## src/design/assert_macros.svh

```systemverilog
// Assertion macros shared by the keypad auto-repeat design.
`ifndef ASSERT_MACROS_SVH
`define ASSERT_MACROS_SVH

// Check a property on every rising clock edge outside reset.
`define KPAR_ASSERT(lbl, prop, msg) \
   lbl: assert property (@(posedge clock) disable iff (reset) (prop)) else $error(msg);

// Check that a condition, once seen, is followed by another in the next cycle.
`define KPAR_ASSERT_NEXT(lbl, cond, prop, msg) \
   lbl: assert property (@(posedge clock) disable iff (reset) (cond) |=> (prop)) \
      else $error(msg);

`endif

```

## src/design/kpar_pkg.sv

```systemverilog
// Package with widths, codes, reset values and helpers for the keypad auto-repeat block.
`default_nettype none
package kpar_pkg;

   localparam int unsigned KEY_COUNT   = 16;
   localparam int unsigned KEY_IDX_W   = 4;
   localparam int unsigned TIME_W      = 32;
   localparam int unsigned SPAN_W      = 8;
   localparam int unsigned PLAYER_OFS  = 4;

   localparam int unsigned REQ_DATA_W  = 56;
   localparam int unsigned REQ_USER_W  = 2;
   localparam int unsigned RSP_DATA_W  = 8;
   localparam int unsigned CSR_IDX_W   = 1;
   localparam int unsigned CSR_DATA_W  = 8;

   localparam logic [SPAN_W-1:0] FIRST_DELAY_RESET = 8'd20;
   localparam logic [SPAN_W-1:0] REPEAT_INT_RESET  = 8'd5;

   typedef enum logic [REQ_USER_W-1:0] {
      KIND_SCAN = 2'd0,
      KIND_POLL = 2'd1,
      KIND_HELD = 2'd2
   } kind_type;

   typedef enum logic [CSR_IDX_W-1:0] {
      CSR_FIRST_DELAY = 1'b0,
      CSR_REPEAT_INT  = 1'b1
   } csr_index_type;

   typedef logic [KEY_COUNT-1:0] keys_type;

   typedef struct packed {
      logic                 held;
      logic [KEY_IDX_W-1:0] key_code;
      logic                 pressed;
   } result_type;

   // Index of the lowest set bit, zero when none is set.
   function automatic logic [KEY_IDX_W-1:0] lowest_index(input keys_type v);
      logic [KEY_IDX_W-1:0] idx;
      idx = '0;
      for (int i = KEY_COUNT - 1; i >= 0; i--) begin
         if (v[i]) begin
            idx = KEY_IDX_W'(i);
         end
      end
      return idx;
   endfunction

endpackage
`default_nettype wire

```

## src/design/keypad_press_auto_repeat.sv

```systemverilog
// Top level of the keypad qualifier: scan, poll with auto-repeat, and held query.
//
// Requests enter on req_ (tuser = kind, tdata = key vector, frame count, key index,
// player). Every request yields exactly one response on rsp_ (pressed, key code,
// held). A scan stores a new held-key vector and answers all zero; a poll reports
// the lowest newly pressed key or a repeat of the key kept held; a held query
// tells whether a key is down and not locked.
// A request is registered on acceptance, processed against the key state once the
// response register can advance, and written to the response register, which drives
// rsp_tvalid. One request per cycle is taken while the receiver does not stall, set
// by the single input register feeding the response register.
// When the receiver stalls, the response register holds and the input register
// still takes one more request; further requests wait on req_tready.
// Reset clears all key state, the delay registers return to 20 and 5 frames, and
// no response is pending. Write csr_ only while no request is in flight.
`default_nettype none
`include "assert_macros.svh"
module keypad_press_auto_repeat (
   input  wire logic                                clock,
   input  wire logic                                reset,
   input  wire logic                                req_tvalid,
   output      logic                                req_tready,
   // [15:0] key_vector, [47:16] frame_count, [51:48] key_index, [52] player, rest 0
   input  wire logic [kpar_pkg::REQ_DATA_W-1:0]     req_tdata,
   // [1:0] kind
   input  wire logic [kpar_pkg::REQ_USER_W-1:0]     req_tuser,
   output      logic                                rsp_tvalid,
   input  wire logic                                rsp_tready,
   // [0] pressed, [4:1] key_code, [5] held, [7:6] 0
   output      logic [kpar_pkg::RSP_DATA_W-1:0]     rsp_tdata,
   input  wire logic                                csr_valid,
   output      logic                                csr_ready,
   input  wire logic [kpar_pkg::CSR_IDX_W-1:0]      csr_index,
   input  wire logic [kpar_pkg::CSR_DATA_W-1:0]     csr_wdata
);

   logic                                 in_valid_ff;
   logic [kpar_pkg::REQ_DATA_W-1:0]      in_data_ff;
   logic [kpar_pkg::REQ_USER_W-1:0]      in_kind_ff;
   logic                                 rsp_valid_ff;
   kpar_pkg::result_type                 rsp_ff, rsp_in;

   logic [kpar_pkg::SPAN_W-1:0]          first_delay_ff, repeat_int_ff;
   kpar_pkg::keys_type                   keys_now_ff, keys_now_in;
   kpar_pkg::keys_type                   keys_before_ff, keys_before_in;
   kpar_pkg::keys_type                   keys_locked_ff, keys_locked_in;
   kpar_pkg::keys_type                   repeat_key_ff, repeat_key_in;
   logic [kpar_pkg::TIME_W-1:0]          last_time_ff, last_time_in;
   logic [kpar_pkg::SPAN_W-1:0]          span_ff, span_in;

   logic                                 advance;
   logic                                 process;

   kpar_pkg::keys_type                   vec;
   logic [kpar_pkg::TIME_W-1:0]          now_t;
   logic [kpar_pkg::KEY_IDX_W-1:0]       key_idx;
   logic                                 player;
   logic [kpar_pkg::TIME_W-1:0]          deadline;
   kpar_pkg::keys_type                   before_armed, fresh, diff, pick, pick_low;
   kpar_pkg::keys_type                   avail;
   logic [kpar_pkg::KEY_IDX_W:0]         held_idx;

   assign advance    = !rsp_valid_ff || rsp_tready;
   assign process    = in_valid_ff && advance;
   assign req_tready = !in_valid_ff || advance;
   assign csr_ready  = 1'b1;
   assign rsp_tvalid = rsp_valid_ff;
   assign rsp_tdata  = {{(kpar_pkg::RSP_DATA_W - $bits(kpar_pkg::result_type)){1'b0}}, rsp_ff};

   assign vec     = in_data_ff[15:0];
   assign now_t   = in_data_ff[47:16];
   assign key_idx = in_data_ff[51:48];
   assign player  = in_data_ff[52];

   always_comb begin
      keys_now_in    = keys_now_ff;
      keys_before_in = keys_before_ff;
      keys_locked_in = keys_locked_ff;
      repeat_key_in  = repeat_key_ff;
      last_time_in   = last_time_ff;
      span_in        = span_ff;
      rsp_in         = '0;

      deadline     = last_time_ff + kpar_pkg::TIME_W'(span_ff);
      before_armed = (now_t >= deadline) ? (keys_before_ff & ~repeat_key_ff) : keys_before_ff;
      fresh        = keys_now_ff & ~before_armed;
      diff         = fresh & ~repeat_key_ff;
      pick         = (diff != '0) ? diff : repeat_key_ff;
      pick_low     = pick & (~pick + kpar_pkg::KEY_COUNT'(1));
      avail        = keys_now_ff & ~keys_locked_ff;
      held_idx     = {1'b0, key_idx}
                     + (player ? (kpar_pkg::KEY_IDX_W + 1)'(kpar_pkg::PLAYER_OFS)
                               : (kpar_pkg::KEY_IDX_W + 1)'(0));

      case (in_kind_ff)
         kpar_pkg::KIND_SCAN: begin
            keys_before_in = keys_now_ff;
            keys_now_in    = vec;
            keys_locked_in = keys_locked_ff & ~(keys_now_ff ^ vec);
            repeat_key_in  = repeat_key_ff & keys_locked_in;
         end
         kpar_pkg::KIND_POLL: begin
            keys_before_in = before_armed;
            if (fresh != '0) begin
               keys_locked_in  = keys_locked_ff | pick;
               last_time_in    = now_t;
               span_in         = (pick != repeat_key_ff) ? first_delay_ff : repeat_int_ff;
               repeat_key_in   = pick_low;
               rsp_in.pressed  = 1'b1;
               rsp_in.key_code = kpar_pkg::lowest_index(pick_low);
            end
         end
         kpar_pkg::KIND_HELD: begin
            rsp_in.held = !held_idx[kpar_pkg::KEY_IDX_W]
                          && avail[held_idx[kpar_pkg::KEY_IDX_W-1:0]];
         end
         default: begin
         end
      endcase
   end

   always_ff @(posedge clock) begin
      if (reset) begin
         in_valid_ff    <= 1'b0;
         rsp_valid_ff   <= 1'b0;
         keys_now_ff    <= '0;
         keys_before_ff <= '0;
         keys_locked_ff <= '0;
         repeat_key_ff  <= '0;
         last_time_ff   <= '0;
         span_ff        <= '0;
         first_delay_ff <= kpar_pkg::FIRST_DELAY_RESET;
         repeat_int_ff  <= kpar_pkg::REPEAT_INT_RESET;
      end else begin
         if (req_tready) begin
            in_valid_ff <= req_tvalid;
         end
         if (advance) begin
            rsp_valid_ff <= in_valid_ff;
         end
         if (process) begin
            keys_now_ff    <= keys_now_in;
            keys_before_ff <= keys_before_in;
            keys_locked_ff <= keys_locked_in;
            repeat_key_ff  <= repeat_key_in;
            last_time_ff   <= last_time_in;
            span_ff        <= span_in;
         end
         if (csr_valid && csr_ready) begin
            case (csr_index)
               kpar_pkg::CSR_FIRST_DELAY: first_delay_ff <= csr_wdata;
               kpar_pkg::CSR_REPEAT_INT:  repeat_int_ff  <= csr_wdata;
               default: begin
               end
            endcase
         end
      end
   end

   always_ff @(posedge clock) begin
      if (req_tvalid && req_tready) begin
         in_data_ff <= req_tdata;
         in_kind_ff <= req_tuser;
      end
      if (process) begin
         rsp_ff <= rsp_in;
      end
   end

   `KPAR_ASSERT(a_repeat_onehot, $onehot0(repeat_key_ff), "repeat key has more than one bit")
   `KPAR_ASSERT(a_locked_held, (keys_locked_ff & ~keys_now_ff) == '0, "locked key not held")
   `KPAR_ASSERT(a_repeat_locked, (repeat_key_ff & ~keys_locked_ff) == '0, "repeat key not locked")
   `KPAR_ASSERT_NEXT(a_stall_keeps, in_valid_ff && !advance, in_valid_ff, "request lost")

endmodule
`default_nettype wire

```

## config.mk

```make
export PLATFORM = sky130hd
export DESIGN_NAME = keypad_press_auto_repeat
export DESIGN_NICKNAME = d
export VERILOG_FILES = /design/src/design/kpar_pkg.sv /design/src/design/keypad_press_auto_repeat.sv
export VERILOG_INCLUDE_DIRS = /design/src /design/src/design
export SDC_FILE = /design/constraint.sdc
export NUM_CORES = 1
export LEC_CHECK = 0
export BUFFER_PORTS_ARGS = -buffer_cell sky130_fd_sc_hd__buf_2
export CELL_PAD_IN_SITES_DETAIL_PLACEMENT = 0
export CELL_PAD_IN_SITES_GLOBAL_PLACEMENT = 1
export CORE_ASPECT_RATIO = 1.75
export CORE_UTILIZATION = 28
export DETAILED_ROUTE_END_ITERATION = 16
export PLACE_DENSITY = 0.58
export SYNTH_ARGS = -nofsm -noshare
export SYNTH_HDL_FRONTEND = slang
export SYNTH_SLANG_ARGS = --single-unit
```

## constraint.sdc

```tcl
create_clock -name clock -period 6.7 [get_ports clock]
set_input_delay 0.335 -clock clock [delete_from_list [all_inputs] [get_ports clock]]
set_output_delay 0.335 -clock clock [all_outputs]
set_load 0.02 [all_outputs]
```

==> results.json, run 1 <==
{
  "power_density_mw_per_mm2": 232.1,
  "dieArea_mm2": 0.03442,
  "cts_setup_buffers": 0,
  "initial_utilization_pct": 28.52,
  "gp_congestion": 0.8855,
  "whs_ns": 0.05599,
  "grt_max_degree": 84,
  "worstPathRequired_ns": 7.05,
  "crit_type": "reg -> reg",
  "synth_flop_cell": "dfxtp_1",
  "route.detailed.drc": 0,
  "routedWlPerCell_um": 19.00,
  "fmax_ghz": 0.1830,
  "nets": 1203,
  "worst_pin_slew_ns": 1.015,
  "cts_resized": 0,
  "start_kind": "register",
  "synth_cell_types": 71,
  "min_period_over_period_pct": 81.58,
  "timing_hold_violations_final": 0,
  "path_max_fanout": 12,
  "place_hpwl_um": 20650,
  "seq_area_frac_synth_pct": 45.37,
  "syn-cell-area_mm2": 0.009422,
  "power_leakage_nw": 4.144,
  "multi_input_area_mm2": 0.004773,
  "postSynthCellCount": 1034,
  "grt_use_total_pct": 17.40,
  "vdd_ir_drop_max_uv": 179.4,
  "ioPinCount": 83,
  "fin_skew_ns": 0.01172,
  "vias_per_cell": 5.037,
  "syn2layout_area_growth_pct": 14.12,
  "fin_tns_setup_ns": 0,
  "tritoncts": "done",
  "insertion_delay_ns": 0.45,
  "cts_buffer_depth": 2,
  "report.final.slew_viol_count": 0,
  "numCtsBuffers": 17,
  "yosysWarnings": 0,
  "htree_levels": 4,
  "rows": 88,
  "grt_pass1_wl_um": 44530,
  "critPathArrivalTime_ns": 5.82,
  "root_buffer": "clkbuf_16",
  "antenna_found_initial": 0,
  "io_buffer_count": 76,
  "slew_headroom_pct": 32.33,
  "clk_pin_slew_ns": 0.07,
  "synth-seq-cells": 183,
  "grt-ovfl-total": 0,
  "drv_cap": 0,
  "seq_area_mm2": 0.004274,
  "synth_edf_count": 61,
  "core_area_mm2": 0.03303,
  "routed_wl_um": 28610,
  "die_x_um": 140.7,
  "ant_nets": 0,
  "grt_pass1_vias": 7833,
  "drive_gt1_share_pct": 12.44,
  "diodes": 0,
  "postSynthAreaPerCell_um2": 9.112,
  "drtPass1Iterations": 5,
  "endpoint_kind": "register",
  "synthArstFlopShare_pct": 0,
  "holdCritPathClass": "in -> reg",
  "cts_hold_repair.buffers": 0,
  "fill_cells": 3467,
  "rsz0062_at_grt": "false",
  "status": "completed",
  "setup_viol": 0,
  "period_needed_ns": 5.466,
  "die_h_um": 244.7,
  "vias": 7585,
  "drt_iter0_drc": 330,
  "cts_num_sinks": 183
}
==> logic make-up after synthesis <==
kind of cell | Yosys count | synth area share (%)
fa+ha+maj | 43 | 5.790
flops | 183 | 45.37
mux | 41 | 4.489
other cells | 2 | 0.07971
xor+xnor | 45 | 4.183
compound gates | 251 | 16.33
buf+inv | 96 | 4.143
simple gates | 373 | 19.61
==> worst max-delay path, stage by stage, from the launching register on <==
cell	delay, ns
dfxtp_1	0.34
ha_1	0.19
inv_1	0.06
fa_1	0.40
nor2b_1	0.12
o21ai_0	0.11
a21oi_1	0.21
o21ai_0	0.13
a21o_1	0.25
a21boi_0	0.17
buf_4	0.17
nand3_1	0.09
xor2_1	0.16
ha_1	0.30
nand4_1	0.15
or4_1	0.62
or2_0	0.25
o22ai_1	0.27
o21ai_2	0.12
a21o_2	0.34
or2_1	0.51
o41ai_1	0.41
==> layout make-up <==
class / count / area share, %
inverter: 46 / 1.606
sequential: 183 / 39.75
clock inverter: 7 / 0.8961
tap: 405 / 4.713
multi-input combinational: 756 / 44.40
clock buffer: 25 / 4.515
timing repair buffer: 84 / 4.120
==> synth_stat cells (16+ instances only) <==
cell type  number  area [um2]
nor3b_1        20       150.1
nand2b_1       16       100.1
clkbuf_1       36       135.1
dfxtp_1       122        2442
edfxtp_1       61        1832
inv_1          46       172.7
xor2_1         20       175.2
nand2_1       143       536.8
a21oi_1        94       470.5
a21boi_0       19       142.6
o21ai_0        59       295.3
nand3_1        32       160.2
nor2_1         72       270.3
ha_1           42       525.5
xnor2_1        25       219.0
mux2i_1        40       400.4
==> through the flow <==
stage	area, um2	total power [mW]	setup WS (ns)	std cells	utilization (%)
finish	10750	2.495	1.234	1506	32.55
global route	10750	2.602	0.7345	1506	32.55
CTS	10750	2.540	1.171	1506	32.55
detailed placement	10170	1.500	1.229	1474	30.79
global placement	10170	1.500	1.242	1474	30.79
floorplan	9425	1.394	2.015	1035	-
==> final timing paths <==
kind              cells past startpoint  slack (ns)         startpoint           endpoint
setup / recovery                     21        1.23    last_time_ff[0]  repeat_key_ff[10]
hold / removal                        1        0.06      req_tdata[49]     in_data_ff[49]
setup reg to reg                     21        1.23    last_time_ff[0]  repeat_key_ff[10]
hold reg to reg                       2        0.45  first_delay_ff[5]  first_delay_ff[5]
==> layer usage <==
layer / global-route usage (%) / part of all wire, % / up-vias
met5: 0 / 0 / -
met4: 12.72 / 6.5 / 0
met3: 2.809 / 3.1 / 81
met2: 32.97 / 54 / 166
met1: 16.78 / 37 / 3562
li1: - / - / 3776
==> placed cells by master, fill, tap and decap left out, types with 4 or more instances in the layout <==
master     Yosys  final
o21a_1         9      9
ha_1          42     42
a21o_2         4      5
nand3b_1       5      5
and3_1        14     14
dfxtp_1      122    122
buf_2          7     75
buf_4          5      9
a21oi_1       94     94
xor2_1        20     20
clkbuf_1      36      5
mux2i_1       40     40
nor2b_1        8      8
a31oi_1        7      7
a21o_1         8      7
o21ai_1        4      4
nand3_1       32     32
o32ai_1        8      8
a21boi_0      19     19
edfxtp_1      61     61
or4_1          6      6
a311o_1        5      5
nand2_1      143    143
nor3b_2        4      4
a311oi_1       7      7
clkbuf_16      0     17
nor3_1        15     15
nand4_1       12     12
o21ai_0       59     59
inv_1         46     46
a211oi_1       4      4
xnor2_1       25     25
nor2_1        72     70
nor3b_1       20     20
nand2b_1      16     16
==> flip-flops by register name (all words and copies together), names as in the netlist <==
name	count
in_data_ff	53
keys_before_ff	16
keys_now_ff	16
repeat_int_ff	8
rsp_tdata	6
repeat_key_ff	16
first_delay_ff	8
keys_locked_ff	16
last_time_ff	32
rsp_tvalid	1
in_valid_ff	1
span_ff	8
in_kind_ff	2
==> report_power, final <==
part	total (mW)	internal [mW]	switching, mW
Sequential	1.21	1.18	0.0275
Clock	1.02	0.580	0.443
Combinational	0.260	0.0887	0.172
No activity file was read; power rests on OpenSTA's default activity.
==> run 2, diff against run 1 <==
--- a/config.mk
+++ b/config.mk
@@ -6,13 +6,14 @@
 export SDC_FILE = /design/constraint.sdc
 export NUM_CORES = 1
 export LEC_CHECK = 0
+export ABC_AREA = 1
 export BUFFER_PORTS_ARGS = -buffer_cell sky130_fd_sc_hd__buf_2
 export CELL_PAD_IN_SITES_DETAIL_PLACEMENT = 0
 export CELL_PAD_IN_SITES_GLOBAL_PLACEMENT = 1
 export CORE_ASPECT_RATIO = 1.75
 export CORE_UTILIZATION = 28
 export DETAILED_ROUTE_END_ITERATION = 16
-export PLACE_DENSITY = 0.58
+export PLACE_DENSITY = 0.62
 export SYNTH_ARGS = -nofsm -noshare
 export SYNTH_HDL_FRONTEND = slang
 export SYNTH_SLANG_ARGS = --single-unit
==> constraint.sdc (replaced) <==
create_clock -name clock -period 4.6 [get_ports clock]
set_input_delay 0.23 -clock clock [delete_from_list [all_inputs] [get_ports clock]]
set_output_delay 0.23 -clock clock [all_outputs]
set_load 0.02 [all_outputs]
==> run 2 against run 1 <==
The flow now finishes with violations (setup timing). Sequential share of layout area decreased by 8.9 points. Hold slack got worse by 0.038 ns. Clock skew increased by 0.0065 ns. First-iteration DRC count increased by 28%. Routed wire length increased by 26%. Die area increased by 9.5%. Register-to-register slack got worse by 1.7 ns. Critical path type unchanged. Largest cell class unchanged. Core utilization increased by 5.8 points. Final area increased by 29%. Critical path depth increased by 15. Global-route usage increased by 1.8 points. Non-clock buffer count increased by 140.
==> results.json, run 2 <==
{
  "status": "complete, but fails checks",
  "violations": "setup timing",
  "worst_pin_slew_ns": 1.219,
  "synth_cell_types": 46,
  "rsz0062_at_grt": "true",
  "fin_tns_setup_ns": -30.35,
  "fin_skew_ns": 0.01817,
  "synth_flop_cell": "dfxtp_1",
  "syn-cell-area_mm2": 0.01032,
  "crit_type": "reg -> reg",
  "power_leakage_nw": 5.645,
  "io_buffer_count": 76,
  "min-delay-start": "csr_wdata[5]",
  "power_density_mw_per_mm2": 291.9,
  "cts_buffer_depth": 2,
  "root_buffer": "clkbuf_16",
  "vias": 9817,
  "largest_reg_flops": 53,
  "fill_cells": 3810,
  "seq_area_frac_synth_pct": 41.40,
  "rows": 92,
  "fmax_ghz": 0.1977,
  "grt-ovfl-total": 0,
  "yosys-top-cells-count": "nand2_1 (311), nor2_1 (184), inv_1 (149), nand3_1 (135), dfxtp_1 (122)",
  "synth_most_common_cell": "nand2_1",
  "grt_max_degree": 73,
  "dieArea_mm2": 0.03768,
  "start_kind": "register",
  "synthTopCellsByArea": "dfxtp_1 (24%), edfxtp_1 (18%), nand2_1 (11%), nor2_1 (6.7%), nand3_1 (6.5%)",
  "max_flop_register": "in_data_ff",
  "cp_common_cell": "buf_4",
  "dpl.cell_count": 1933,
  "slew_headroom_pct": 17.70,
  "grt_use_total_pct": 19.24,
  "nets": 1695,
  "clk_pin_slew_ns": 0.08,
  "vdd_ir_drop_max_uv": 207.0,
  "drv_cap": 0,
  "drt_iter0_drc": 421,
  "path_delay_family": "buffers and inverters",
  "synth_area_leader_cell": "dfxtp_1",
  "syn2layout_area_growth_pct": 34.21,
  "timing_hold_violations_final": 0,
  "fin_ws_ns": -0.4573,
  "routed_wl_um": 36150,
  "cts_num_sinks": 183,
  "synth_top_area_share_pct": 23.65,
  "ant_nets": 0,
  "grt_pass1_vias": 9903,
  "grt_pass1_wl_um": 54880,
  "setup_viol": 77,
  "crit_slowest_cell": "ha_1",
  "insertion_delay_ns": 0.47,
  "die_h_um": 256.0,
  "gp_congestion": 0.8565,
  "min_period_over_period_pct": 109.9,
  "drive_gt1_share_pct": 23.73,
  "ioPinCount": 83,
  "drtPass1Iterations": 6,
  "htree_levels": 4,
  "tritoncts": "done",
  "critPathArrivalTime_ns": 5.39,
  "synth-seq-cells": 183,
  "critPathBufInv": 15,
  "diodes": 0,
  "largest_registers": "in_data_ff (53), last_time_ff (32)",
  "place_hpwl_um": 24030,
  "routedWlPerCell_um": 17.52,
  "yosysWarnings": 0,
  "final_cells": 2063,
  "worstPathRequired_ns": 4.93,
  "period_needed_ns": 5.057,
  "cp_slowest_stage_delay_ns": 0.36,
  "antenna_found_initial": 0,
  "final_cell_mix": "nand2_1 (251), nor2_1 (160), inv_1 (145)",
  "route.detailed.drc": 0,
  "die_x_um": 147.2,
  "crit_path_start": "last_time_ff[3]",
  "initial_utilization_pct": 28.57,
  "vias_per_cell": 4.759,
  "postSynthCellCount": 1394,
  "synth_edf_count": 61,
  "regToRegStartpoint": "last_time_ff[3]",
  "synthArstFlopShare_pct": 0,
  "layout_commonest_cell": "nand2_1",
  "postSynthAreaPerCell_um2": 7.407,
  "power.total_mw": 4.045,
  "endpoint_kind": "register",
  "holdCritPathClass": "in -> reg",
  "report.final.slew_viol_count": 0,
  "numCtsBuffers": 17,
  "core_area_mm2": 0.03614,
  "path_max_fanout": 8
}
run 2: final cells by class:
type | count | area [um2] | share of cell area [%]
clock buffer | 17 | 425.4 | 3.070
clock inverter | 15 | 148.9 | 1.074
inverter | 151 | 571.8 | 4.126
multi-input combinational | 1003 | 5858 | 42.28
sequential | 183 | 4277 | 30.86
tap | 470 | 588.1 | 4.244
timing repair buffer | 224 | 1988 | 14.35
run 2: routing by layer:
metal	track usage (%)	wire length, um	vias to the layer above	share of wire [%]
met3	2.585	799	88	2.2
met2	36.98	20040	167	55
met5	0	0	-	0
li1	-	-	4967	-
met1	18.75	13030	4595	36
met4	12.71	2283	0	6.3
run 2: tightest hold or removal path, stage by stage:
cell    delay [ns]
buf_2         0.09
nor2_1        0.04
nor2_1        0.08
run 2: timing repair:
action	4_1_cts	5_1_grt
endpoints found under the hold margin	56	0
resized for setup	86	95
pin swaps	47	33
buffers inserted	22	7
setup endpoints to repair	77	85
hold buffers	56	0
cloned	8	5
run 2: path summary, 6_finish.rpt:
kind	to	slack [ns]	cells after the start
max reg2reg	keys_locked_ff[4]	-0.46	36
min	first_delay_ff[5]	0.02	3
max	keys_locked_ff[4]	-0.46	36
min reg2reg	repeat_int_ff[6]	0.45	2
run 2: cells by family (layout without fill, tap and decap cells):
logic type | count (synthesis) | count (layout) | share of synthesized area (%)
DFF | 183 | 183 | 41.40
AOI/OAI and AO/OA | 210 | 210 | 11.42
and+or+nand+nor | 710 | 713 | 30.32
other | 2 | 3 | 0.07274
adders and majority gates | 43 | 43 | 5.284
xor gates and xnor gates | 34 | 34 | 2.884
buffers and inverters | 212 | 407 | 8.628
run 2: through the flow:
stage	utilization (%)	cell area, um2	setup WS, ns	hold WS [ns]
after CTS	36.87	13330	-0.4100	0.004148
after global routing	38.34	13860	-0.8098	0.03310
final	38.34	13860	-0.4573	0.01827
after global placement	31.72	11470	-0.5150	0.4072
after detailed placement	31.72	11470	-0.5096	0.4081
after floorplan	-	10330	0.01124	0.3289
run 2: power breakdown:
part | switching (mW) | internal (mW)
clock network | 0.731 | 0.757
logic | 0.464 | 0.297
registers | 0.0581 | 1.74
